<file path="config.mk">
export PLATFORM = sky130hd
export DESIGN_NAME = deduplicating_work_ring_flat
export DESIGN_NICKNAME = d
export VERILOG_FILES = /design/src/rtl/dwr_pkg.sv /design/src/rtl/dwr_in_if.sv /design/src/rtl/dwr_out_if.sv /design/src/rtl/deduplicating_work_ring.sv /design/src/flat_wrapper.sv
export VERILOG_INCLUDE_DIRS = /design/src /design/src/rtl
export SDC_FILE = /design/constraint.sdc
export NUM_CORES = 1
export LEC_CHECK = 0
export BUFFER_PORTS_ARGS = -buffer_cell sky130_fd_sc_hd__buf_2
export CORE_AREA = 2 2 175 177
export DETAILED_ROUTE_END_ITERATION = 6
export DIE_AREA = 0 0 177 179
export GPL_ROUTABILITY_DRIVEN = 0
export HOLD_SLACK_MARGIN = 0.02
export PLACE_DENSITY = 0.71
export SYNTH_ARGS = -nofsm -noshare
export SYNTH_HDL_FRONTEND = slang
export SYNTH_SLANG_ARGS = --single-unit
</file>
<file path="constraint.sdc">
create_clock -name clk -period 5.45 [get_ports clk]
set_input_delay 1.635 -clock clk [delete_from_list [all_inputs] [get_ports clk]]
set_output_delay 1.635 -clock clk [all_outputs]
set_load 0.01 [all_outputs]
</file>
<file path="src/rtl/deduplicating_work_ring_assert.svh">
// Assertion shorthands shared by the ring RTL; each expects clk and rst_n in scope.
`ifndef DEDUPLICATING_WORK_RING_ASSERT_SVH
`define DEDUPLICATING_WORK_RING_ASSERT_SVH

// Same-cycle implication.
`define DWR_ASSERT_NOW(lbl, ante, cons, msg) \
  lbl: assert property (@(posedge clk) disable iff (!rst_n) (ante) |-> (cons)) \
    else $error(msg);

// Next-cycle implication.
`define DWR_ASSERT_NEXT(lbl, ante, cons, msg) \
  lbl: assert property (@(posedge clk) disable iff (!rst_n) (ante) |=> (cons)) \
    else $error(msg);

`endif

</file>
<file path="src/rtl/dwr_pkg.sv">
package dwr_pkg;

  localparam int RING_DEPTH_DEF = 16;
  localparam int NUM_WORKS_DEF  = 64;

  localparam int FUNC_W  = 2;
  localparam int ID_W    = 6;
  localparam int STAT_W  = 3;
  localparam int WSTATE_W = 2;
  localparam int COUNT_W = 5;

  // request codes
  localparam logic [FUNC_W-1:0] FN_ENQ = 2'd0;
  localparam logic [FUNC_W-1:0] FN_CAN = 2'd1;
  localparam logic [FUNC_W-1:0] FN_DEQ = 2'd2;
  localparam logic [FUNC_W-1:0] FN_CMP = 2'd3;

  // status codes
  localparam logic [STAT_W-1:0] STAT_DONE  = 3'd0;
  localparam logic [STAT_W-1:0] STAT_DUP   = 3'd1;
  localparam logic [STAT_W-1:0] STAT_FULL  = 3'd2;
  localparam logic [STAT_W-1:0] STAT_NOTQ  = 3'd3;
  localparam logic [STAT_W-1:0] STAT_EMPTY = 3'd4;

  // work states
  localparam logic [WSTATE_W-1:0] WS_IDLE = 2'd0;
  localparam logic [WSTATE_W-1:0] WS_PEND = 2'd1;
  localparam logic [WSTATE_W-1:0] WS_RUN  = 2'd2;

  typedef struct packed {
    logic                queued;
    logic [WSTATE_W-1:0] wstate;
  } wt_entry_t;

  typedef struct packed {
    logic [STAT_W-1:0]   status;
    logic [ID_W-1:0]     work;
    logic [WSTATE_W-1:0] wstate;
    logic                queued;
    logic [COUNT_W-1:0]  count;
  } res_t;

endpackage

</file>
<file path="src/rtl/dwr_in_if.sv">
interface dwr_in_if import dwr_pkg::*; ();
  logic              valid;
  logic              ready;
  logic [FUNC_W-1:0] func;
  logic [ID_W-1:0]   work_id;

  modport source(output valid, func, work_id, input ready);
  modport sink(input valid, func, work_id, output ready);
endinterface

</file>
<file path="src/rtl/dwr_out_if.sv">
interface dwr_out_if import dwr_pkg::*; ();
  logic                valid;
  logic                ready;
  logic [STAT_W-1:0]   status;
  logic [ID_W-1:0]     work_out;
  logic [WSTATE_W-1:0] work_state;
  logic                work_queued;
  logic [COUNT_W-1:0]  ring_count;

  modport source(output valid, status, work_out, work_state, work_queued, ring_count,
                 input ready);
  modport sink(input valid, status, work_out, work_state, work_queued, ring_count,
               output ready);
endinterface

</file>
<file path="src/rtl/deduplicating_work_ring.sv">
// Enqueue, dequeue, complete and a cancel of an unqueued work: the word is decided in the
// look-up state and its result registered; the next word is taken back in the idle state.
// Cancel of a queued work: the look-up state starts a walk whose result is registered at
// its end; the ring memory is walked one entry per cycle through its read port.
// The result register lets the next word in while a finished result waits to be taken.
// Reset (synchronous, active low) clears head, tail and fill, then sweeps the work table,
`include "deduplicating_work_ring_assert.svh"

// one entry per cycle, before the first word is taken.
module deduplicating_work_ring import dwr_pkg::*; #(
  parameter int RING_DEPTH = RING_DEPTH_DEF,
  parameter int NUM_WORKS  = NUM_WORKS_DEF
) (
  input logic     clk,
  input logic     rst_n,
  dwr_in_if.sink  in_ch,
  dwr_out_if.source out_ch
);

  localparam int RW   = (RING_DEPTH > 1) ? $clog2(RING_DEPTH) : 1;
  localparam int CW   = $clog2(RING_DEPTH + 1);
  localparam int WIDX = (NUM_WORKS > 1) ? $clog2(NUM_WORKS) : 1;

  // controller states
  localparam logic [2:0] S_CLR  = 3'd0;  // work table clearing sweep
  localparam logic [2:0] S_IDLE = 3'd1;  // take a word, start reads
  localparam logic [2:0] S_LOOK = 3'd2;  // read data back: decide, write back
  localparam logic [2:0] S_WALK = 3'd3;  // cancel: search and close the gap
  localparam logic [2:0] S_OUT  = 3'd4;  // result waits for the output register

  // Ring index helpers; head + offset never exceeds twice the depth.
  function automatic logic [RW-1:0] ring_add(logic [RW-1:0] a, logic [CW-1:0] b);
    logic [CW:0] s;
    s = (CW+1)'(a) + (CW+1)'(b);
    if (s >= (CW+1)'(RING_DEPTH)) s = s - (CW+1)'(RING_DEPTH);
    return RW'(s);
  endfunction

  function automatic logic [RW-1:0] ring_inc(logic [RW-1:0] a);
    return (a == RW'(RING_DEPTH - 1)) ? '0 : a + RW'(1);
  endfunction

  function automatic logic [RW-1:0] ring_dec(logic [RW-1:0] a);
    return (a == '0) ? RW'(RING_DEPTH - 1) : a - RW'(1);
  endfunction

  function automatic logic id_ok(logic [ID_W-1:0] v);
    return 32'(v) < 32'(NUM_WORKS);
  endfunction

  // Memories: ring of work ids, and per-work mark plus state.
  logic [ID_W-1:0] ring_mem [RING_DEPTH];
  wt_entry_t       wt_mem   [NUM_WORKS];
  logic [ID_W-1:0] ring_q;
  wt_entry_t       wt_q;

  // control state
  logic [2:0]        state_r, state_nxt;
  logic [RW-1:0]     head_r, head_nxt;
  logic [RW-1:0]     tail_r, tail_nxt;
  logic [CW-1:0]     fill_r, fill_nxt;
  logic [CW-1:0]     cur_r, cur_nxt;
  logic              found_r, found_nxt;
  logic [WIDX-1:0]   clr_r, clr_nxt;
  logic [FUNC_W-1:0] func_r;
  logic [ID_W-1:0]   id_r;

  // result path
  logic out_valid_r;
  res_t out_res_r;
  res_t hold_r;
  res_t res_c;
  logic fin;
  logic slot_free;

  // memory ports
  logic            rw_en;
  logic [RW-1:0]   rw_addr;
  logic [ID_W-1:0] rw_data;
  logic [RW-1:0]   ring_raddr;
  logic            ww_en;
  logic [WIDX-1:0] ww_addr;
  wt_entry_t       ww_data;

  logic acc;

  assign in_ch.ready = (state_r == S_IDLE);
  assign acc         = in_ch.valid && in_ch.ready;
  // Output register is free when empty or being drained this cycle.
  assign slot_free   = !out_valid_r || out_ch.ready;

  always_comb begin
    state_nxt  = state_r;
    head_nxt   = head_r;
    tail_nxt   = tail_r;
    fill_nxt   = fill_r;
    cur_nxt    = cur_r;
    found_nxt  = found_r;
    clr_nxt    = clr_r;
    fin        = 1'b0;
    res_c      = '0;
    rw_en      = 1'b0;
    rw_addr    = tail_r;
    rw_data    = id_r;
    ring_raddr = head_r;
    ww_en      = 1'b0;
    ww_addr    = WIDX'(id_r);
    ww_data    = wt_q;

    case (state_r)
      S_CLR: begin
        // Zero one work table entry per cycle.
        ww_en   = 1'b1;
        ww_addr = clr_r;
        ww_data = '0;
        clr_nxt = clr_r + WIDX'(1);
        if (clr_r == WIDX'(NUM_WORKS - 1)) state_nxt = S_IDLE;
      end

      S_IDLE: begin
        // Head entry and the work's table entry are read at the accept edge.
        if (acc) state_nxt = S_LOOK;
      end

      S_LOOK: begin
        if (func_r == FN_DEQ) begin
          fin = 1'b1;
          if (fill_r == '0) begin
            res_c.status = STAT_EMPTY;
          end else begin
            // Pop the oldest work and mark it running.
            head_nxt     = ring_inc(head_r);
            fill_nxt     = fill_r - CW'(1);
            res_c.status = STAT_DONE;
            res_c.work   = ring_q;
            if (id_ok(ring_q)) begin
              ww_en          = 1'b1;
              ww_addr        = WIDX'(ring_q);
              ww_data.queued = 1'b0;
              ww_data.wstate = WS_RUN;
              res_c.wstate   = WS_RUN;
            end
          end
        end else if (!id_ok(id_r)) begin
          fin          = 1'b1;
          res_c.status = STAT_NOTQ;
          res_c.work   = id_r;
        end else begin
          case (func_r)
            FN_ENQ: begin
              fin          = 1'b1;
              res_c.work   = id_r;
              res_c.wstate = wt_q.wstate;
              res_c.queued = wt_q.queued;
              if (wt_q.queued) begin
                res_c.status = STAT_DUP;
              end else if (fill_r == CW'(RING_DEPTH)) begin
                res_c.status = STAT_FULL;
              end else begin
                // Append at the tail; an idle work turns pending.
                res_c.status   = STAT_DONE;
                ww_en          = 1'b1;
                ww_data.queued = 1'b1;
                ww_data.wstate = (wt_q.wstate == WS_IDLE) ? WS_PEND : wt_q.wstate;
                res_c.wstate   = ww_data.wstate;
                res_c.queued   = 1'b1;
                rw_en          = 1'b1;
                tail_nxt       = ring_inc(tail_r);
                fill_nxt       = fill_r + CW'(1);
              end
            end

            FN_CAN: begin
              if (!wt_q.queued) begin
                fin          = 1'b1;
                res_c.status = STAT_NOTQ;
                res_c.work   = id_r;
                res_c.wstate = wt_q.wstate;
              end else begin
                // Re-read the head entry and start the walk at position zero.
                state_nxt = S_WALK;
                cur_nxt   = '0;
                found_nxt = 1'b0;
              end
            end

            FN_CMP: begin
              fin            = 1'b1;
              ww_en          = 1'b1;
              ww_data.queued = wt_q.queued;
              ww_data.wstate = wt_q.queued ? WS_PEND : WS_IDLE;
              res_c.status   = STAT_DONE;
              res_c.work     = id_r;
              res_c.wstate   = ww_data.wstate;
              res_c.queued   = wt_q.queued;
            end

            default: begin
            end
          endcase
        end
      end

      S_WALK: begin
        // ring_q holds position cur_r; prefetch the next position.
        ring_raddr = ring_add(head_r, cur_r + CW'(1));
        if (cur_r == fill_r) begin
          fin        = 1'b1;
          res_c.work = id_r;
          if (found_r) begin
            ww_en          = 1'b1;
            ww_data.queued = 1'b0;
            ww_data.wstate = (wt_q.wstate == WS_PEND) ? WS_IDLE : wt_q.wstate;
            tail_nxt       = ring_dec(tail_r);
            fill_nxt       = fill_r - CW'(1);
            res_c.status   = STAT_DONE;
            res_c.wstate   = ww_data.wstate;
          end else begin
            res_c.status = STAT_NOTQ;
            res_c.wstate = wt_q.wstate;
            res_c.queued = wt_q.queued;
          end
        end else begin
          if (found_r) begin
            // Close the gap: move this entry one slot toward the head.
            rw_en   = 1'b1;
            rw_addr = ring_add(head_r, cur_r - CW'(1));
            rw_data = ring_q;
          end else if (ring_q == id_r) begin
            found_nxt = 1'b1;
          end
          cur_nxt = cur_r + CW'(1);
        end
      end

      S_OUT: begin
        if (slot_free) state_nxt = S_IDLE;
      end

      default: begin
        state_nxt = S_IDLE;
      end
    endcase

    res_c.count = COUNT_W'(fill_nxt);
    if (fin) state_nxt = slot_free ? S_IDLE : S_OUT;
  end

  // control registers
  always_ff @(posedge clk) begin
    if (!rst_n) begin
      state_r <= S_CLR;
      head_r  <= '0;
      tail_r  <= '0;
      fill_r  <= '0;
      cur_r   <= '0;
      found_r <= 1'b0;
      clr_r   <= '0;
    end else begin
      state_r <= state_nxt;
      head_r  <= head_nxt;
      tail_r  <= tail_nxt;
      fill_r  <= fill_nxt;
      cur_r   <= cur_nxt;
      found_r <= found_nxt;
      clr_r   <= clr_nxt;
    end
  end

  // Latch the request word.
  always_ff @(posedge clk) begin
    if (acc) begin
      func_r <= in_ch.func;
      id_r   <= in_ch.work_id;
    end
  end

  // ring memory: one write, one registered read per cycle
  always_ff @(posedge clk) begin
    if (rw_en) ring_mem[rw_addr] <= rw_data;
    ring_q <= ring_mem[ring_raddr];
  end

  // work table: read once per word, held through the walk
  always_ff @(posedge clk) begin
    if (ww_en) wt_mem[ww_addr] <= ww_data;
    if (acc) wt_q <= wt_mem[WIDX'(in_ch.work_id)];
  end

  // output register with a hold stage behind it
  always_ff @(posedge clk) begin
    if (!rst_n) begin
      out_valid_r <= 1'b0;
    end else if ((fin || state_r == S_OUT) && slot_free) begin
      out_valid_r <= 1'b1;
    end else if (out_ch.ready) begin
      out_valid_r <= 1'b0;
    end
  end

  always_ff @(posedge clk) begin
    if (fin && slot_free) begin
      out_res_r <= res_c;
    end else if (state_r == S_OUT && slot_free) begin
      out_res_r <= hold_r;
    end
    if (fin && !slot_free) hold_r <= res_c;
  end

  assign out_ch.valid       = out_valid_r;
  assign out_ch.status      = out_res_r.status;
  assign out_ch.work_out    = out_res_r.work;
  assign out_ch.work_state  = out_res_r.wstate;
  assign out_ch.work_queued = out_res_r.queued;
  assign out_ch.ring_count  = out_res_r.count;

  `DWR_ASSERT_NOW(a_fill_bound, 1'b1, fill_r <= CW'(RING_DEPTH), "fill exceeds ring depth")
  `DWR_ASSERT_NOW(a_tail_track, 1'b1, tail_r == ring_add(head_r, fill_r), "tail out of step")
  `DWR_ASSERT_NOW(a_walk_bound, state_r == S_WALK, cur_r <= fill_r, "cancel walk overran")
  `DWR_ASSERT_NOW(a_hold_busy, state_r == S_OUT, out_valid_r, "held result with free slot")
  `DWR_ASSERT_NEXT(a_acc_look, acc, state_r == S_LOOK, "accepted word not looked up")

endmodule

</file>
<file path="src/flat_wrapper.sv">
// flat-port wrapper written by rule: the top's interface ports become plain ports
module deduplicating_work_ring_flat import dwr_pkg::*;
#(
  parameter int RING_DEPTH = RING_DEPTH_DEF,
  parameter int NUM_WORKS  = NUM_WORKS_DEF
)
  (clk, rst_n, in_ch_valid, in_ch_func, in_ch_work_id, in_ch_ready, out_ch_valid, out_ch_status, out_ch_work_out, out_ch_work_state, out_ch_work_queued, out_ch_ring_count, out_ch_ready);
  dwr_in_if in_ch_i ();
  dwr_out_if out_ch_i ();
  input logic clk;
  input logic rst_n;
  input wire logic [$bits(in_ch_i.valid)-1:0] in_ch_valid;
  input wire logic [$bits(in_ch_i.func)-1:0] in_ch_func;
  input wire logic [$bits(in_ch_i.work_id)-1:0] in_ch_work_id;
  output wire logic [$bits(in_ch_i.ready)-1:0] in_ch_ready;
  output wire logic [$bits(out_ch_i.valid)-1:0] out_ch_valid;
  output wire logic [$bits(out_ch_i.status)-1:0] out_ch_status;
  output wire logic [$bits(out_ch_i.work_out)-1:0] out_ch_work_out;
  output wire logic [$bits(out_ch_i.work_state)-1:0] out_ch_work_state;
  output wire logic [$bits(out_ch_i.work_queued)-1:0] out_ch_work_queued;
  output wire logic [$bits(out_ch_i.ring_count)-1:0] out_ch_ring_count;
  input wire logic [$bits(out_ch_i.ready)-1:0] out_ch_ready;
  assign in_ch_i.valid = in_ch_valid;
  assign in_ch_i.func = in_ch_func;
  assign in_ch_i.work_id = in_ch_work_id;
  assign in_ch_ready = in_ch_i.ready;
  assign out_ch_valid = out_ch_i.valid;
  assign out_ch_status = out_ch_i.status;
  assign out_ch_work_out = out_ch_i.work_out;
  assign out_ch_work_state = out_ch_i.work_state;
  assign out_ch_work_queued = out_ch_i.work_queued;
  assign out_ch_ring_count = out_ch_i.ring_count;
  assign out_ch_i.ready = out_ch_ready;
  deduplicating_work_ring #(.RING_DEPTH(RING_DEPTH), .NUM_WORKS(NUM_WORKS)) u_core (.clk(clk), .rst_n(rst_n), .in_ch(in_ch_i), .out_ch(out_ch_i));
endmodule
</file>
==> summary.txt <==
Floorplan
  – Die extent in y: 179 microns
  – IO Count: 31
  – Die Width: 177 microns
  – # rows: 64
  – Starting density of the core: 0.540
  – Full die area: 31700 sq um
  – Core ar.: 30000 sq um

Layout
  – Util after Layout: 0.594
  – # nets final: 1122
  – Post-route insts no fill: 1512
  – Diodes inserted: 0
  – Share of layout cells above drive strength 1: 0.188
  – Area growth from synthesis to layout: 10.1%

Setup path
  – Critical-path maximum fanout: 23
  – Worst Path Arrival: 4.00 ns
  – Kind of critical path: reg2reg
  – Reg2Reg Setup Slack: 1.83 ns
  – CP endpoint kind: flop
  – Worst path required time: 5.83 ns
  – Worst path max stage delay: 1.01 ns
  – CP startpoint kind: flop
  – Crit path max-delay family: multiplexers
  – CP Cell Sequence: and3b_1, mux2i_4, mux4_2, a22oi_1, o211ai_1
  – Slowest cell on the critical path: mux2i_4
  – Buf/Inv on CP: 0

Global routing
  – Overflow after GRT: 0
  – Tot GR Track Use: 0.217
  – Maximum number of pins on one net before global-route repair: 65
  – First-pass GRT wire length: 52600 microns
  – Initial antenna violation count: 0
  – Vias in the first global route: 9276

Placement
  – Placed instance count: 1447
  – Pre-CTS setup slack: 1.48 ns
  – Number of I/O port buffers: 30
  – Final HPWL DP: 22200 microns

Yosys
  – Sequential-to-total area share from yosys stat: 0.660
  – Most frequent cell after synthesis: edfxtp_1
  – Synth Instances: 1057
  – Yosys Warn Count: 0
  – Post-Syn Nets: 1090
  – Distinct cell type count of the synthesized netlist: 80
  – Top-area cell type share of the netlist area: 0.617
  – Syn avg cell area: 15.3 sq um
  – Post-synth ARST share: 0
  – Primary FF master, synth: edfxtp_1
  – #FFs+latches synth: 368
  – Largest cells by area after synthesis: edfxtp_1, mux4_2, dfxtp_1
  – Area of the mapped netlist: 16200 sq um
  – Post-synth EDFFs: 333
  – Yosys top cell by area: edfxtp_1
  – Commonest cells in the netlist: edfxtp_1, nor2_1, nand2_1

STA
  – Slew headroom: 0.197
  – Final hold viol count: 0
  – Setup TNS: 0 ns
  – Worst setup margin: 1.83 ns
  – F_max: 276 MHz
  – Final Setup Violations: 0
  – RSZ-0062 raised after global routing: no
  – Max Slew Vio Count: 0
  – Period utilization: 0.665
  – Skew final: 0.0129 ns
  – Final min period: 3.62 ns
  – Least-Margin Pin Slew: 1.20 ns

Clocking
  – Hold buffers post-CTS: 0
  – Post-CTS Setup Bufs: 0
  – Number of CTS-inserted buffers: 36
  – Post_cts resized: 0
  – Clock Tree Root: clkbuf_16
  – CTS max path bufs: 3
  – CTS HTree Levels: 2
  – Clk Latency, worst-skew pair: 0.52 ns
  – Worst-path clk slew: 0.06 ns
  – CTS tree: built
  – Clk sinks: 368

Outcome
  – Status: completed

Power and ir drop
  – PD cells: 311 nW/um^2
  – P_leak: 6.03 nW
  – Total power: 5.55 mW
  – Peak supply drop: 0.175 mV

Min path
  – Tightest Hold Check Type: reg2reg

Drt
  – Via count: 9216
  – Drt pass-1 iters: 7
  – Post-route antenna net violation count: 0
  – Remaining DRCs: 0
  – Vias per cell: 6.10
  – Detailed Route WL: 33400 microns
  – Number of DRC markers in iteration 0: 843
  – Drt wl/cell: 22.1 microns

Job
  – Max Cap Viol: 0
## cell families after synthesis
| logic type | synth area share |
|---|---|
| compound gates | 0.0676 |
| flops | 0.660 |
| mux | 0.128 |
| simple gates | 0.0892 |
| xor+xnor | 0.0189 |
| buf+inv | 0.0188 |
| fa+ha+maj | 0.0171 |
## layer usage
layer  up-vias  share of wire  track usage
met5         -              0            0
met4         0          0.022       0.0606
met3        54          0.064       0.0386
met2       318           0.49        0.354
met1      4659           0.43        0.304
li1       4185              -            -
## path summary, 6_finish.rpt
kind	startpoint	end	cells after the start
worst min register to register	u_core.hold_r[16]$_DFFE_PP_	u_core.out_ch.status[2]$_DFFE_PP_	1
worst max register to register	u_core.state_r[1]$_SDFFE_PN0P_	u_core.ring_q[3]$_DFF_P_	5
worst min-delay path	u_core.hold_r[16]$_DFFE_PP_	u_core.out_ch.status[2]$_DFFE_PP_	1
worst max-delay path	u_core.state_r[1]$_SDFFE_PN0P_	u_core.ring_q[3]$_DFF_P_	5
## area by class of cell
| cell class | count | area, sq um |
|---|---|---|
| well taps | 396 | 495 |
| clock inverters | 22 | 174 |
| inverters | 24 | 90.1 |
| repair buffers | 38 | 213 |
| flip-flops and latches | 368 | 10700 |
| multi-input cells | 621 | 5240 |
| clock buffers | 43 | 937 |
| fillers | 2240 | 12200 |
## cell usage in the layout (no fill, tap or decap), drive strengths merged, types with 12 or more instances in the layout
cell type / netlist / routed
a21oi: 33 / 33
a22o: 14 / 14
a22oi: 15 / 15
buf: 30 / 38
clkbuf: 14 / 43
clkinv: 0 / 17
dfxtp: 35 / 35
edfxtp: 333 / 333
ha: 19 / 19
inv: 24 / 25
mux2: 13 / 13
mux2i: 27 / 27
mux4: 73 / 73
nand2: 79 / 79
nand3: 26 / 26
nor2: 127 / 127
nor2b: 12 / 12
o21ai: 17 / 17
xnor2: 18 / 18
xor2: 17 / 17
## flip-flops by register name, summed over array words and instances (netlist names), 5 cells and up
name / cells
u_core.ring_q: 6
u_core.cur_r: 5
u_core.fill_r: 5
u_core.wt_mem: 192
u_core.out_ch.ring_count: 5
u_core.ring_mem: 96
u_core.id_r: 6
u_core.out_ch.work_out: 6
u_core.clr_r: 6
u_core.hold_r: 17
## worst register-to-register path: stages (launching register included)
cell and delay, ns:
dfxtp_1 0.78, and3b_1 0.59, mux2i_4 1.01, mux4_2 0.61
a22oi_1 0.33, o211ai_1 0.16
## per-stage QoR
stage	area [sq um]	hold slack, ns
after floorplan	16200	0.499
after global placement	16700	0.507
after detailed placement	16700	0.533
after CTS	17800	0.549
after global routing	17800	0.567
final	17800	0.547
## where the power goes
| part | switching, mW | total (mW) | internal [mW] |
|---|---|---|---|
| combinational | 0.0864 | 0.150 | 0.0636 |
| clock | 1.02 | 2.35 | 1.33 |
| sequential | 0.00417 | 3.05 | 3.04 |
| total | 1.11 | 5.55 | 4.44 |
Power figures use the tool's default switching activity.
